**config.mk**
```make
export PLATFORM = sky130hd
export DESIGN_NAME = planar_odometry_integrator
export DESIGN_NICKNAME = d
export VERILOG_FILES = /design/src/hw/rtl/pod_pkg.sv /design/src/hw/rtl/pod_cordic.sv /design/src/hw/rtl/pod_sermul.sv /design/src/hw/rtl/planar_odometry_integrator.sv
export VERILOG_INCLUDE_DIRS = /design/src /design/src/hw/rtl
export SDC_FILE = /design/constraint.sdc
export NUM_CORES = 2
export LEC_CHECK = 0
export BUFFER_PORTS_ARGS = -buffer_cell sky130_fd_sc_hd__buf_2
export CORE_UTILIZATION = 40
export DETAILED_ROUTE_END_ITERATION = 6
export PLACE_DENSITY = 0.64
export SLEW_MARGIN = 5
export SYNTH_ARGS = -nofsm -noshare
export SYNTH_HDL_FRONTEND = slang
export SYNTH_SLANG_ARGS = --single-unit
```
**constraint.sdc**
```tcl
create_clock -name clock -period 10.9 [get_ports clock]
set_input_delay 2.18 -clock clock [delete_from_list [all_inputs] [get_ports clock]]
set_output_delay 2.18 -clock clock [all_outputs]
set_load 0.03 [all_outputs]
```
**src/hw/rtl/planar_odometry_integrator_defines.svh**
```systemverilog
// Assertion macros shared by the odometry integrator RTL.
`ifndef PLANAR_ODOMETRY_INTEGRATOR_DEFINES_SVH
`define PLANAR_ODOMETRY_INTEGRATOR_DEFINES_SVH

// Same-cycle implication, disabled during reset.
`define POD_ASSERT_IMP(lbl, clk, rst, ante, cons, msg) \
   lbl: assert property (@(posedge clk) disable iff (rst) (ante) |-> (cons)) \
      else $error(msg);

// Next-cycle implication, disabled during reset.
`define POD_ASSERT_NXT(lbl, clk, rst, ante, cons, msg) \
   lbl: assert property (@(posedge clk) disable iff (rst) (ante) |=> (cons)) \
      else $error(msg);

`endif

```
**src/hw/rtl/pod_pkg.sv**
```systemverilog
package pod_pkg;

   // CORDIC x/y datapath width (Q30 plus sign and growth)
   localparam int XY_W = 32;

   // Start value of x: limit gain compensation in Q30
   localparam logic signed [XY_W-1:0] CORDIC_GAIN = 32'sh26DD3B6A;

   // 1/(2*pi) in Q64
   localparam logic [63:0] INV_TWO_PI = 64'h28BE60DB9391054A;

   // Restoring long division, elaboration use only
   function automatic logic [63:0] udiv64(logic [63:0] n, logic [63:0] d);
      logic [63:0] q;
      logic [63:0] r;
      q = '0;
      r = '0;
      for (int b = 63; b >= 0; b--) begin
         r = {r[62:0], n[b]};
         if (r >= d) begin
            r = r - d;
            q[b] = 1'b1;
         end
      end
      return q;
   endfunction

   // atan(2^-i) as a fraction of a turn, full turn = 2^64
   function automatic logic [63:0] atan_turns(int unsigned i);
      logic [63:0]  rad;
      logic [63:0]  term;
      logic [127:0] prod;
      int unsigned  k;
      if (i == 0) begin
         return 64'h1 << 61;
      end
      rad = '0;
      for (k = 0; i * (2 * k + 1) < 64; k++) begin
         term = udiv64(64'h1 << (64 - i * (2 * k + 1)), 64'(2 * k + 1));
         if ((k & 1) != 0) begin
            rad = rad - term;
         end else begin
            rad = rad + term;
         end
      end
      prod = {64'h0, rad} * {64'h0, INV_TWO_PI};
      return prod[127:64];
   endfunction

   // Table entry rounded to nearest at ab bits of angle
   function automatic logic [63:0] atan_angle(int unsigned i, int unsigned ab);
      logic [63:0] t;
      t = atan_turns(i);
      return (t + (64'h1 << (63 - ab))) >> (64 - ab);
   endfunction

endpackage

```
**src/hw/rtl/pod_cordic.sv**
```systemverilog
module pod_cordic #(
   parameter int STEPS = 16,
   parameter int AB    = 32
) (
   input  logic                            clock,
   input  logic                            reset,
   input  logic                            start,
   input  logic [AB-1:0]                   angle,
   output logic                            busy,
   output logic signed [pod_pkg::XY_W-1:0] cos_out,
   output logic signed [pod_pkg::XY_W-1:0] sin_out
);
   import pod_pkg::*;

   localparam int ZW    = AB + 1;
   localparam int CNT_W = $clog2(STEPS);
   localparam logic signed [ZW-1:0] HALF        = ZW'(1) << (AB - 1);
   localparam logic signed [ZW-1:0] QUARTER     = ZW'(1) << (AB - 2);
   localparam logic signed [ZW-1:0] NEG_QUARTER = -QUARTER;

   // arctangent table, one entry per step
   logic [AB-1:0] atan_tab [STEPS];
   for (genvar g = 0; g < STEPS; g++) begin : g_atan
      localparam logic [63:0] ENTRY = atan_angle(g, AB);
      assign atan_tab[g] = ENTRY[AB-1:0];
   end

   logic                   busy_ff;
   logic [CNT_W-1:0]       cnt_ff;
   logic signed [XY_W-1:0] x_ff, y_ff, x_in, y_in;
   logic signed [ZW-1:0]   z_ff, z_in;
   logic                   flip_ff;
   logic signed [XY_W-1:0] cos_ff, sin_ff;
   logic signed [ZW-1:0]   z_raw, z_fold;
   logic                   flip_fold;
   logic signed [XY_W-1:0] dx, dy;
   logic signed [ZW-1:0]   tab_ext;
   logic                   last;

   // fold the angle into [-1/4, 1/4] turn by a half turn
   always_comb begin
      z_raw     = {angle[AB-1], angle};
      z_fold    = z_raw;
      flip_fold = 1'b0;
      if (z_raw > QUARTER) begin
         z_fold    = z_raw - HALF;
         flip_fold = 1'b1;
      end else if (z_raw < NEG_QUARTER) begin
         z_fold    = z_raw + HALF;
         flip_fold = 1'b1;
      end
   end

   // one micro-rotation
   always_comb begin
      dx      = y_ff >>> cnt_ff;
      dy      = x_ff >>> cnt_ff;
      tab_ext = {1'b0, atan_tab[cnt_ff]};
      if (!z_ff[ZW-1]) begin
         x_in = x_ff - dx;
         y_in = y_ff + dy;
         z_in = z_ff - tab_ext;
      end else begin
         x_in = x_ff + dx;
         y_in = y_ff - dy;
         z_in = z_ff + tab_ext;
      end
   end

   assign last = (cnt_ff == CNT_W'(STEPS - 1));

   // control
   always_ff @(posedge clock) begin
      if (reset) begin
         busy_ff <= 1'b0;
         cnt_ff  <= '0;
      end else if (start) begin
         busy_ff <= 1'b1;
         cnt_ff  <= '0;
      end else if (busy_ff) begin
         cnt_ff <= cnt_ff + CNT_W'(1);
         if (last) begin
            busy_ff <= 1'b0;
         end
      end
   end

   // datapath
   always_ff @(posedge clock) begin
      if (start) begin
         x_ff    <= CORDIC_GAIN;
         y_ff    <= '0;
         z_ff    <= z_fold;
         flip_ff <= flip_fold;
      end else if (busy_ff) begin
         x_ff <= x_in;
         y_ff <= y_in;
         z_ff <= z_in;
         if (last) begin
            cos_ff <= flip_ff ? -x_in : x_in;
            sin_ff <= flip_ff ? -y_in : y_in;
         end
      end
   end

   assign busy    = busy_ff;
   assign cos_out = cos_ff;
   assign sin_out = sin_ff;

endmodule

```
**src/hw/rtl/pod_sermul.sv**
```systemverilog
module pod_sermul #(
   parameter int WA = 17,
   parameter int WB = 24
) (
   input  logic                clock,
   input  logic                reset,
   input  logic                start,
   input  logic [WA-1:0]       a_in,
   input  logic [WB-1:0]       b_in,
   output logic                busy,
   output logic [WA+WB-1:0]    prod
);
   // Signed shift-add multiplier: one bit of a per cycle, LSB first.

   localparam int CW = $clog2(WA);

   logic          busy_ff;
   logic [CW-1:0] cnt_ff;
   logic [WA-1:0] a_sr_ff;
   logic [WB-1:0] b_ff;
   logic [WB:0]   acc_ff;
   logic [WA-1:0] low_ff;
   logic [WB+1:0] pp, acc_ext, sum;
   logic          last;

   assign last = (cnt_ff == CW'(WA - 1));

   // partial product; the sign bit of a carries negative weight
   always_comb begin
      pp      = a_sr_ff[0] ? {{2{b_ff[WB-1]}}, b_ff} : '0;
      acc_ext = {acc_ff[WB], acc_ff};
      sum     = last ? (acc_ext - pp) : (acc_ext + pp);
   end

   // control
   always_ff @(posedge clock) begin
      if (reset) begin
         busy_ff <= 1'b0;
         cnt_ff  <= '0;
      end else if (start) begin
         busy_ff <= 1'b1;
         cnt_ff  <= '0;
      end else if (busy_ff) begin
         cnt_ff <= cnt_ff + CW'(1);
         if (last) begin
            busy_ff <= 1'b0;
         end
      end
   end

   // shift registers
   always_ff @(posedge clock) begin
      if (start) begin
         a_sr_ff <= a_in;
         b_ff    <= b_in;
         acc_ff  <= '0;
      end else if (busy_ff) begin
         a_sr_ff <= a_sr_ff >> 1;
         acc_ff  <= sum[WB+1:1];
         low_ff  <= {sum[0], low_ff[WA-1:1]};
      end
   end

   assign busy = busy_ff;
   assign prod = {acc_ff[WB-1:0], low_ff};

endmodule

```
**src/hw/rtl/planar_odometry_integrator.sv**
```systemverilog
// Items are processed one at a time: req_stall is high from item accept until the result
// is loaded into the output register, so no new item is taken while one is in progress.
// Run time is set by the bit-serial multiply of the heading step (41 bit steps)
// and by two passes of the shared CORDIC or the 17-bit multiplies beside them, one iteration or bit per cycle.
// Reset is synchronous: position, heading and all control go to zero at once.
`include "planar_odometry_integrator_defines.svh"

module planar_odometry_integrator #(
   parameter int CORDIC_STEPS = 16,
   parameter int ANGLE_BITS   = 32
) (
   input  logic               clock,
   input  logic               reset,
   input  logic               req_valid,
   output logic               req_stall,
   input  logic signed [23:0] req_vel_forward,
   input  logic signed [23:0] req_vel_lateral,
   input  logic signed [23:0] req_vel_turn,
   input  logic [15:0]        req_elapsed_time,
   output logic               rsp_valid,
   input  logic               rsp_stall,
   output logic signed [31:0] rsp_pos_x,
   output logic signed [31:0] rsp_pos_y,
   output logic [31:0]        rsp_heading_out,
   output logic signed [15:0] rsp_quat_z,
   output logic signed [15:0] rsp_quat_w
);
   import pod_pkg::*;

   localparam int RX_W  = 27;  // rotated velocity, Q16
   localparam int VEL_P = 24 + XY_W;
   localparam int HEAD_A = 41;
   localparam int HEAD_B = 65;
   localparam logic signed [17:0] Q15_MAX = 18'sd32767;
   localparam logic signed [17:0] Q15_MIN = -18'sd32768;

   typedef enum logic [2:0] {
      S_IDLE,
      S_P1,     // CORDIC on old heading, turn rate times time
      S_P2,     // velocity products, heading step product
      S_P3,     // round velocities, advance heading
      S_P4,     // position products, CORDIC on half yaw
      S_DONE
   } state_type;

   state_type state_ff;
   logic      phase_start_ff;
   logic      rsp_valid_ff;
   logic signed [31:0] rsp_pos_x_ff, rsp_pos_y_ff;
   logic [31:0]        rsp_heading_ff;
   logic signed [15:0] rsp_quat_z_ff, rsp_quat_w_ff;

   logic signed [23:0] vf_ff, vl_ff, vt_ff;
   logic [15:0]        dt_ff;
   logic [31:0]        position_x_ff, position_y_ff, heading_ff;
   logic [31:0]        position_x_in, position_y_in, heading_in;
   logic signed [RX_W-1:0] rx_ff, ry_ff, rx_in, ry_in;

   // unit handshakes
   logic cord_start, turn_start, vel_start, pos_start;
   logic cord_busy, turn_busy, fc_busy, ls_busy, fs_busy, lc_busy, head_busy;
   logic xdt_busy, ydt_busy, mult_busy_any, phase_done, out_free;
   logic [ANGLE_BITS-1:0]  cord_angle, ang_old, ang_half;
   logic [ANGLE_BITS+31:0] head_ext;
   logic signed [XY_W-1:0] cord_cos, cord_sin;

   logic [40:0]             prod_turn;
   logic [VEL_P-1:0]        prod_fc, prod_ls, prod_fs, prod_lc;
   logic [HEAD_A+HEAD_B-1:0] prod_head;
   logic [16+RX_W:0]        prod_xdt, prod_ydt;

   logic signed [39:0] turn_r;
   logic               turn_neg;
   logic [39:0]        turn_mag;
   logic [31:0]        step_m, step;
   logic signed [VEL_P:0] sum_x, sum_y;
   logic [16+RX_W:0]   rnd_x, rnd_y;
   logic [31:0]        dpos_x, dpos_y;
   logic signed [32:0] qz_sum, qw_sum;
   logic signed [17:0] qz_r, qw_r;
   logic signed [15:0] qz_sat, qw_sat;

   assign req_stall = (state_ff != S_IDLE);
   assign out_free  = !rsp_valid_ff || !rsp_stall;

   // unit start strobes for each phase
   assign cord_start = phase_start_ff && (state_ff == S_P1 || state_ff == S_P4);
   assign turn_start = phase_start_ff && (state_ff == S_P1);
   assign vel_start  = phase_start_ff && (state_ff == S_P2);
   assign pos_start  = phase_start_ff && (state_ff == S_P4);

   assign mult_busy_any = turn_busy | fc_busy | ls_busy | fs_busy | lc_busy | head_busy
                        | xdt_busy | ydt_busy;
   assign phase_done    = !phase_start_ff && !cord_busy && !mult_busy_any;

   // heading as CORDIC angle: full yaw, and half yaw (33-bit angle)
   assign head_ext   = {heading_ff, {ANGLE_BITS{1'b0}}};
   assign ang_old    = head_ext[ANGLE_BITS+31:32];
   assign ang_half   = {1'b0, head_ext[ANGLE_BITS+31:33]};
   assign cord_angle = (state_ff == S_P1) ? ang_old : ang_half;

   pod_cordic #(.STEPS(CORDIC_STEPS), .AB(ANGLE_BITS)) u_cordic (
      .clock(clock), .reset(reset), .start(cord_start), .angle(cord_angle),
      .busy(cord_busy), .cos_out(cord_cos), .sin_out(cord_sin)
   );

   pod_sermul #(.WA(17), .WB(24)) u_turn (
      .clock(clock), .reset(reset), .start(turn_start),
      .a_in({1'b0, dt_ff}), .b_in(vt_ff), .busy(turn_busy), .prod(prod_turn)
   );

   pod_sermul #(.WA(24), .WB(XY_W)) u_fc (
      .clock(clock), .reset(reset), .start(vel_start),
      .a_in(vf_ff), .b_in(cord_cos), .busy(fc_busy), .prod(prod_fc)
   );

   pod_sermul #(.WA(24), .WB(XY_W)) u_ls (
      .clock(clock), .reset(reset), .start(vel_start),
      .a_in(vl_ff), .b_in(cord_sin), .busy(ls_busy), .prod(prod_ls)
   );

   pod_sermul #(.WA(24), .WB(XY_W)) u_fs (
      .clock(clock), .reset(reset), .start(vel_start),
      .a_in(vf_ff), .b_in(cord_sin), .busy(fs_busy), .prod(prod_fs)
   );

   pod_sermul #(.WA(24), .WB(XY_W)) u_lc (
      .clock(clock), .reset(reset), .start(vel_start),
      .a_in(vl_ff), .b_in(cord_cos), .busy(lc_busy), .prod(prod_lc)
   );

   // heading step magnitude times 1/(2*pi)
   assign turn_r   = prod_turn[39:0];
   assign turn_neg = turn_r[39];
   assign turn_mag = turn_neg ? (40'd0 - turn_r) : turn_r;

   pod_sermul #(.WA(HEAD_A), .WB(HEAD_B)) u_head (
      .clock(clock), .reset(reset), .start(vel_start),
      .a_in({1'b0, turn_mag}), .b_in({1'b0, INV_TWO_PI}), .busy(head_busy),
      .prod(prod_head)
   );

   pod_sermul #(.WA(17), .WB(RX_W)) u_xdt (
      .clock(clock), .reset(reset), .start(pos_start),
      .a_in({1'b0, dt_ff}), .b_in(rx_ff), .busy(xdt_busy), .prod(prod_xdt)
   );

   pod_sermul #(.WA(17), .WB(RX_W)) u_ydt (
      .clock(clock), .reset(reset), .start(pos_start),
      .a_in({1'b0, dt_ff}), .b_in(ry_ff), .busy(ydt_busy), .prod(prod_ydt)
   );

   // rotated velocity rounded to Q16
   always_comb begin
      sum_x = {prod_fc[VEL_P-1], prod_fc} - {prod_ls[VEL_P-1], prod_ls}
            + (VEL_P+1)'(33'sh20000000);
      sum_y = {prod_fs[VEL_P-1], prod_fs} + {prod_lc[VEL_P-1], prod_lc}
            + (VEL_P+1)'(33'sh20000000);
      rx_in = sum_x[VEL_P:30];
      ry_in = sum_y[VEL_P:30];
   end

   // heading step, magnitude rounded half away from zero
   always_comb begin
      step_m     = prod_head[95:64] + {31'b0, prod_head[63]};
      step       = turn_neg ? (32'd0 - step_m) : step_m;
      heading_in = heading_ff + step;
   end

   // position step rounded to Q16.16, added modulo 2^32
   always_comb begin
      rnd_x         = prod_xdt + (17 + RX_W)'(32768);
      rnd_y         = prod_ydt + (17 + RX_W)'(32768);
      dpos_x        = {{(31 - RX_W){rnd_x[16+RX_W]}}, rnd_x[16+RX_W:16]};
      dpos_y        = {{(31 - RX_W){rnd_y[16+RX_W]}}, rnd_y[16+RX_W:16]};
      position_x_in = position_x_ff + dpos_x;
      position_y_in = position_y_ff + dpos_y;
   end

   // quaternion: Q30 to Q15 with rounding and saturation
   always_comb begin
      qz_sum = {cord_sin[XY_W-1], cord_sin} + 33'sd16384;
      qw_sum = {cord_cos[XY_W-1], cord_cos} + 33'sd16384;
      qz_r   = qz_sum[32:15];
      qw_r   = qw_sum[32:15];
      if (qz_r > Q15_MAX) begin
         qz_sat = 16'sh7FFF;
      end else if (qz_r < Q15_MIN) begin
         qz_sat = 16'sh8000;
      end else begin
         qz_sat = qz_r[15:0];
      end
      if (qw_r > Q15_MAX) begin
         qw_sat = 16'sh7FFF;
      end else if (qw_r < Q15_MIN) begin
         qw_sat = 16'sh8000;
      end else begin
         qw_sat = qw_r[15:0];
      end
   end

   // sequencer and output register
   always_ff @(posedge clock) begin
      if (reset) begin
         state_ff       <= S_IDLE;
         phase_start_ff <= 1'b0;
         rsp_valid_ff   <= 1'b0;
      end else begin
         // result taken; a new one loads only from the final phase
         if (rsp_valid_ff && !rsp_stall && state_ff != S_DONE) begin
            rsp_valid_ff <= 1'b0;
         end
         unique case (state_ff)
            S_IDLE: begin
               phase_start_ff <= req_valid;
               if (req_valid) begin
                  state_ff <= S_P1;
               end
            end
            S_P1: begin
               phase_start_ff <= phase_done;
               if (phase_done) begin
                  state_ff <= S_P2;
               end
            end
            S_P2: begin
               phase_start_ff <= 1'b0;
               if (phase_done) begin
                  state_ff <= S_P3;
               end
            end
            S_P3: begin
               state_ff       <= S_P4;
               phase_start_ff <= 1'b1;
            end
            S_P4: begin
               phase_start_ff <= 1'b0;
               if (phase_done) begin
                  state_ff <= S_DONE;
               end
            end
            S_DONE: begin
               phase_start_ff <= 1'b0;
               if (out_free) begin
                  state_ff       <= S_IDLE;
                  rsp_valid_ff   <= 1'b1;
                  rsp_pos_x_ff   <= position_x_in;
                  rsp_pos_y_ff   <= position_y_in;
                  rsp_heading_ff <= heading_ff;
                  rsp_quat_z_ff  <= qz_sat;
                  rsp_quat_w_ff  <= qw_sat;
               end
            end
            default: begin
               state_ff       <= S_IDLE;
               phase_start_ff <= 1'b0;
            end
         endcase
      end
   end

   // pose state
   always_ff @(posedge clock) begin
      if (reset) begin
         position_x_ff <= '0;
         position_y_ff <= '0;
         heading_ff    <= '0;
      end else begin
         if (state_ff == S_P3) begin
            heading_ff <= heading_in;
         end
         if (state_ff == S_DONE && out_free) begin
            position_x_ff <= position_x_in;
            position_y_ff <= position_y_in;
         end
      end
   end

   // item capture and rounded velocities
   always_ff @(posedge clock) begin
      if (state_ff == S_IDLE && req_valid) begin
         vf_ff <= req_vel_forward;
         vl_ff <= req_vel_lateral;
         vt_ff <= req_vel_turn;
         dt_ff <= req_elapsed_time;
      end
      if (state_ff == S_P3) begin
         rx_ff <= rx_in;
         ry_ff <= ry_in;
      end
   end

   assign rsp_valid       = rsp_valid_ff;
   assign rsp_pos_x       = rsp_pos_x_ff;
   assign rsp_pos_y       = rsp_pos_y_ff;
   assign rsp_heading_out = rsp_heading_ff;
   assign rsp_quat_z      = rsp_quat_z_ff;
   assign rsp_quat_w      = rsp_quat_w_ff;

   // checks
   `POD_ASSERT_NXT(a_accept_busy, clock, reset, req_valid && !req_stall, req_stall, "block not busy after item accept")
   `POD_ASSERT_IMP(a_done_idle, clock, reset, state_ff == S_DONE, !cord_busy && !mult_busy_any, "unit still busy at result load")
   `POD_ASSERT_IMP(a_rsp_from_done, clock, reset, $rose(rsp_valid_ff), $past(state_ff) == S_DONE, "result raised outside final phase")

endmodule

```
# --- Word level (Yosys, flattened, before mapping) ---
# Memories as Yosys holds them, arrays and structs flattened.
# Index checks and enable logic that the tools add are counted.
totals:
  regBits: 1339
  romBits: 512
  out_inout_bits: 130
  word_cells: 289
  n_memories: 1
mem_list:
  columns: ["memory", "depth", "width", "read_ports", "rd_ports_with_merged_regs", "write_ports", "line", "text"]
  rows:
  - ["(no name shown)", 16, 32, 1, 0, 0, "pod_cordic.sv:58", "tab_ext = {1'b0, atan_tab[cnt_ff]};"]
op_classes:
  addsub: 49
  n_lt_le_gt_ge: 7
  eq_ne: 20
  shift: 2
  n_mux: 86
  n_bitwise: 13
  n_reduce_logical: 42
op_table:
  columns: ["operator", "count"]
  rows:
  - ["34-bit 2-to-1 mux", 8]
  - ["32-bit 2-to-1 mux", 8]
  - ["24-bit 2-to-1 mux", 8]
  - ["33-bit 2-to-1 mux", 5]
  - ["32-bit adder", 5]
  - ["34-bit adder", 4]
  - ["34-bit subtractor", 4]
  - ["16-bit 2-to-1 mux", 8]
  - ["40-bit 2-to-1 mux", 3]
  - ["29-bit 2-to-1 mux", 4]
  - ["57-bit by 30-bit adder with 57-bit output, second input constant", 2]
  - ["44-bit by 16-bit adder with 44-bit output, second input constant", 2]
  - ["67-bit adder", 1]
  - ["67-bit 2-to-1 mux", 1]
  - ["67-bit subtractor", 1]
  - ["32-bit by 16-bit adder with 33-bit output, second input constant", 2]
  - ["32-bit negation", 2]
  - ["32-bit by 4-bit >>> shifter with 32-bit output", 2]
  - ["32-bit subtractor", 2]
  - ["62-bit 2-to-1 mux", 1]
  - ["29-bit adder", 2]
  - ["29-bit subtractor", 2]
  - ["56-bit by 56-bit adder with 57-bit output", 1]
  - ["56-bit by 56-bit subtractor with 57-bit output", 1]
  - ["other kinds (43)", 140]

# --- Longest topological paths before layout ---
depth:
  depth_word: 11
  depth_mapped: 30

# --- Cells and area by module ---
# From an unflattened synthesis, not the netlist that was laid out.
unflattened:
  hier_cells: 10759
  area_unflattened_um2: 102918.7
by_module_without_submodules:
  columns: ["mod", "instances", "cells_each", "area_each_um2", "seq_area_each_um2"]
  rows:
  - ["pod_sermul (u_fc ...)", 4, 672, 6851.6, 3183.1]
  - ["planar_odometry_integrator", 1, 2761, 26485.4, 10129.7]
  - ["pod_cordic", 1, 2170, 18360.1, 4324.1]
  - ["pod_sermul (u_head)", 1, 1429, 13827.0, 5875.6]
  - ["pod_sermul (u_xdt)", 1, 596, 5800.6, 2512.4]
  - ["pod_sermul (u_ydt)", 1, 571, 5684.2, 2512.4]
  - ["pod_sermul (u_turn)", 1, 544, 5355.1, 2362.3]

# --- Worst setup path after synthesis ---
# No wires, ideal clock.
synth_path:
  kind: "in2reg"
  startpoint: "input rsp_stall"
  endpoint: "register position_y_ff[28]"
  setup_ps: 81
  arrival_ps: 8568
  required_ps: 10819
  path_slack_ps: 2251
  stages: 5
  cell_sequence: "nand2_1 nand3_1 clkbuf_1 nor2_1 a31o_2"
synth_via:
  elab_chain_len: 3
synth_rtl:
  columns: ["element", "line", "text"]
  rows:
  - ["start: declaration", "planar_odometry_integrator.sv:21", "input logic rsp_stall,"]
  - ["1-bit logical NOT", "planar_odometry_integrator.sv:84", "assign out_free = !rsp_valid_ff || !rsp_stall;"]
  - ["1-bit logical OR", "planar_odometry_integrator.sv:84", null]
  - ["1-bit logical AND", "planar_odometry_integrator.sv:272", "if (state_ff == S_DONE && out_free) begin"]
  - ["end signal: assignment", "planar_odometry_integrator.sv:274", "position_y_ff <= position_y_in;"]
  - ["end: declaration", "planar_odometry_integrator.sv:55", "logic [31:0] position_x_ff, position_y_ff, heading_ff;"]
# No other way between the ends.
# A chain may end at the register's enable or synchronous reset.

# --- Worst setup path in the final report ---
layout_path:
  startpoint: "register u_cordic.cnt_ff[0]"
  endpoint: "register u_cordic.sin_ff[31], in the netlist u_cordic.sin_out[31] (data pin)"
layout_via:
  elab_chain_len: 5
  elab_cells_between_ends: 6
  cone_classes: "add/sub (3); shift (1); mux (2)"
layout_rtl:
  columns: ["element", "line", "text"]
  rows:
  - ["start: declaration", "pod_cordic.sv:29", "logic [CNT_W-1:0] cnt_ff;"]
  - ["start signal: assignment", "pod_cordic.sv:81", "cnt_ff <= cnt_ff + CNT_W'(1);"]
  - ["32-bit by 4-bit >>> shifter with 32-bit output *", "pod_cordic.sv:57", "dy = x_ff >>> cnt_ff;"]
  - ["32-bit adder / 32-bit subtractor (equally long branches)", "pod_cordic.sv:61, pod_cordic.sv:65", null]
  - ["32-bit 2-to-1 mux *", "pod_cordic.sv:59", "if (!z_ff[ZW-1]) begin"]
  - ["32-bit negation", "pod_cordic.sv:101", "sin_ff <= flip_ff ? -y_in : y_in;"]
  - ["32-bit 2-to-1 mux *", "pod_cordic.sv:101", null]
  - ["end signal: assignment", "pod_cordic.sv:101", null]
  - ["end: declaration", "pod_cordic.sv:33", "logic signed [XY_W-1:0] cos_ff, sin_ff;"]
# Every way passes the cells marked *; elsewhere a longest branch is shown, timed or not.

==> impl_summary.md <==
Routing
Using the TritonRoute via totals, the vias-per-cell ratio works out to 5.620. Before antenna repair, the detailed router went through 7 iterations. The overall routed net length is 243500 µm.

The wire length per cell is 19.01 µm. For this run, design rule violations remaining after detail routing come to 4. The via count is 71980. After the first detailed-routing iteration, the DRC count stood at 5340. Once detail routing completed, the nets flagged for antenna violations numbered 0.

Worst setup path
The worst path required time is 11470 ps. The terminus of the critical flop-to-flop path is u_cordic.sin_out[31]$_DFFE_PP_. Setup slack on the worst reg-to-reg path comes out at 3140 ps. The critical path in this run is classified as flop to flop. STA classifies the critical path endpoint as a flop.

The highest fanout seen on the critical path is 54. Data on the critical path arrives at its endpoint at 8330 ps. The worst setup path is launched from a flop. The origin of the worst setup path is u_cordic.cnt_ff[0]$_SDFFE_PP0P_. The launch instance of the worst register-to-register path is u_cordic.cnt_ff[0]$_SDFFE_PP0P_. The termination of the worst setup path is u_cordic.sin_out[31]$_DFFE_PP_. For the worst flop-to-flop path, the logic depth is 21.

Timing
Headroom to the max-slew limit came out at 20.51%. The worst hold slack is 393.2 ps. At the pin with the least slew margin, the transition time is 1191 ps. Subtracting the final worst setup slack from the clock period gives 7760 ps. The number of hold violations in the final report is 0. Setup repair after global routing left no endpoint under its margin.

The max-slew violation count was 0. The fraction of the cycle the final worst path needs is 71.19%. Setup violations remaining at the end of the flow were counted as 0. For this run, the top clock speed supported by timing is 0.1289 GHz.

The post-route clock skew is 46.01 ps. The final sum of negative setup slack is 0 ps.

Finish
After the last flow step, the layout net total stands at 10550. In the final layout, the share of cells above drive strength 1 is 7.514%. The growth of design area from synthesis to finish is 10.43%. The storage element area is 34320 µm². The number of inserted filler cells in the final layout is 21070.

The final non-filler cell total is 12810. The multi-input combinational cells in the finished layout cover a total of 51870 µm².

Status
The run finished, with violations left. The checks that failed: design-rule violations.

Min path
The type of the tightest min-delay check is flop to flop.

Global route
The met2 usage in global routing is 35.07%. For this run the aggregate overflow at the end of global routing stands at 0. The first global-routing pass estimated 380800 µm of wire. The total global routing track utilization is 21.17%.

For met1 alone, demand over resource in global routing was 27.98%. The via count of the first global-routing pass is 68610. The most congested layer reported by global routing is met2. The met3 layer usage reported by global route is 2.918%. The number of antenna violations at the first check in global routing is 6.

The maximum number of pins on one net before global-route repair is 185.

Logic synthesis
The top cell type's share of synthesized area is 27.46%. The fraction of registers with async set or reset after synthesis is 0%. The synthesized net count is 10480. The netlist uses 97 different library cells. In this run, synthesis produced a sequential element count of 1308. The cell area after synthesis is 88700 µm². The share of synthesized area occupied by flip-flops and latches is 38.68%.

The synthesized instance count is 9642. The number of enable flip-flop cells after synthesis is 811. The top cell type by total area after synthesis is sky130_fd_sc_hd__edfxtp_1. The Yosys step of the flow raised 0 warnings. In the synthesized netlist, the cells that appear most often are sky130_fd_sc_hd__nand2_1 (1292), sky130_fd_sc_hd__nor2_1 (830), sky130_fd_sc_hd__edfxtp_1 (811). Sorting the synthesized cells by area gives the leading types as sky130_fd_sc_hd__edfxtp_1 (27%), sky130_fd_sc_hd__dfxtp_1 (11%), sky130_fd_sc_hd__ha_1 (10%).

The synthesized area per cell is 9.199 µm². The most common cell in the synthesized netlist is sky130_fd_sc_hd__nand2_1. Among all flip-flop cells after synthesis, the most frequent one is sky130_fd_sc_hd__edfxtp_1.

Floorplan
The die width is 472.9 µm. Pin placement for this block handled 222 I/O pins. The total number of placement rows is 172. The area enclosed by the die boundary is 223600 µm².

The die extent in y is 472.9 µm. The placeable core region is 219900 µm². The starting density of the core is 40.33%.

Place
After legalization and detailed placement, the total HPWL measured 181200 µm. The global placer's final weighted congestion is 0.9402. In this run the tool buffered the top-level ports with 221 buffer cells. Once placement completed, the tool counted placed cells totaling 12520.

Pwr
The overall power after layout is 29130 µW. The power density over the cells is 297.4 nW/µm². The peak supply drop is 0.1780 mV.

The reported leakage power is 0.03927 µW.

Clock network
The number of resized instances in the post-cts repair step is 0. The maximum buffer depth of the clock tree is 3. The total of hold buffers inserted after clock tree synthesis is 0. The total number of clock tree sinks is 1308. CTS built an H-tree with a depth of 4.

The root buffer selected by CTS is sky130_fd_sc_hd__clkbuf_16. TritonCTS built the clock tree. Buffers added to address setup during post-CTS repair amount to 0.

The clock-pin slew of the registers on the worst-case setup and hold paths is 70 ps. The number of buffers created by CTS is 155. The insertion delay to the later sink of the worst-skew pair is 830 ps.

Flow run
The number of maximum-capacitance violations is 0.
## worst min path at each step
stage | end | start | slack (ps) | cells past startpoint
2_1_floorplan | u_fs.b_ff[0]$_DFFE_PP_ | u_cordic.sin_out[0]$_DFFE_PP_ | 400 | 0
5_1_grt | u_turn.b_ff[9]$_DFFE_PP_ | vt_ff[9]$_DFFE_PP_ | 400 | 0
6_report | u_xdt.b_ff[8]$_DFFE_PP_ | rx_ff[8]$_DFFE_PP_ | 390 | 0
3_5_place_dp | u_fs.b_ff[8]$_DFFE_PP_ | u_cordic.sin_out[8]$_DFFE_PP_ | 400 | 0
3_3_place_gp | u_xdt.b_ff[3]$_DFFE_PP_ | rx_ff[3]$_DFFE_PP_ | 400 | 0
4_1_cts | u_xdt.b_ff[8]$_DFFE_PP_ | rx_ff[8]$_DFFE_PP_ | 400 | 0
## placed cells by master, fill, tap and decap left out, drive strengths merged, types with 26 or more instances in the layout
cell type / count
a211o: 27
a211oi: 89
a21o: 250
a21oi: 760
a31oi: 97
and2: 70
and3: 103
buf: 288
clkbuf: 197
clkinv: 59
dfxtp: 497
edfxtp: 811
ha: 728
inv: 311
mux2: 41
mux2i: 259
mux4: 68
nand2: 1293
nand2b: 76
nand3: 238
nand3b: 30
nand4: 86
nor2: 830
nor2b: 83
nor3: 194
nor3b: 26
nor4: 40
o211ai: 80
o21a: 99
o21ai: 494
o21bai: 70
o31ai: 79
o41ai: 33
or2: 48
or3: 81
or4: 34
xnor2: 544
xor2: 356
## worst max-delay path, stage by stage, from the launching register on
cell and delay [ps]:
sky130_fd_sc_hd__dfxtp_2 630, sky130_fd_sc_hd__buf_4 690, sky130_fd_sc_hd__mux2_2 440, sky130_fd_sc_hd__mux2i_1 200, sky130_fd_sc_hd__ha_1 210, sky130_fd_sc_hd__a21boi_1 510
sky130_fd_sc_hd__nand3_1 250, sky130_fd_sc_hd__a2111oi_0 480, sky130_fd_sc_hd__nor2_1 110, sky130_fd_sc_hd__xnor2_1 160, sky130_fd_sc_hd__ha_1 460, sky130_fd_sc_hd__a21oi_1 190
sky130_fd_sc_hd__o21a_1 210, sky130_fd_sc_hd__nand2_1 70, sky130_fd_sc_hd__a211oi_1 590, sky130_fd_sc_hd__nor2_1 210, sky130_fd_sc_hd__xnor2_1 220, sky130_fd_sc_hd__or4_1 650
sky130_fd_sc_hd__or3_1 440, sky130_fd_sc_hd__nand3b_1 260, sky130_fd_sc_hd__o41ai_1 390, sky130_fd_sc_hd__xnor2_1 100
## kinds of logic (layout without fill, tap and decap cells)
logic type      count (synthesis)  after routing  synth area share [%]
simple gates                 3310           3310                 17.16
xor+xnor                      900            900                 8.887
fa+ha+maj                     741            741                 10.56
compound gates               2342           2342                 16.61
mux                           368            368                 5.179
other cells                     0              3                     0
flops                        1308           1308                 38.68
buf+inv                       673            879                 2.936
## per-layer routing
metal  share of wire (%)  vias to the layer above
met5              0.0049                        -
met4                 3.7                        2
met3                 5.5                      405
met2                  46                     1969
met1                  45                    34320
li1                    -                    35280
## layout make-up
cell class / count / share of cell area (%)
diodes: 3 / 0.007664
repair buffers: 288 / 1.671
flip-flops and latches: 1308 / 35.04
well taps: 2958 / 3.779
clock inverters: 93 / 1.097
multi-input cells: 7661 / 52.96
clock buffers: 197 / 4.277
inverters: 301 / 1.166
## power breakdown
group	internal, µW	switching [µW]	total [µW]
clock	3100	2260	5360
sequential	6710	1140	7850
combinational	6630	9290	15900
total	16400	12700	29100
## per-stage QoR
stage	cell area, µm²	util [%]	setup WS [ps]
after floorplan	88700	-	2251
after global placement	92680	42.14	3335
after detailed placement	92680	42.14	3377
after CTS	97940	44.53	3304
after global routing	97950	44.53	2591
final	97950	44.53	3140
## state kept, by name, summed over array words and instances (netlist names), 28 cells and up
register          flops
u_head.acc_ff        65
u_head.a_sr_ff       40
u_cordic.z_ff        33
u_fc.acc_ff          33
u_fs.acc_ff          33
u_lc.acc_ff          33
u_ls.acc_ff          33
ang_old              32
position_x_ff        32
position_y_ff        32
rsp_heading_out      32
rsp_pos_x            32
rsp_pos_y            32
u_cordic.cos_out     32
u_cordic.sin_out     32
u_cordic.x_ff        32
u_cordic.y_ff        32
u_fs.b_ff            32
u_lc.b_ff            32
u_xdt.acc_ff         28
u_ydt.acc_ff         28
Note: power is estimated with default switching activity, not from simulation.
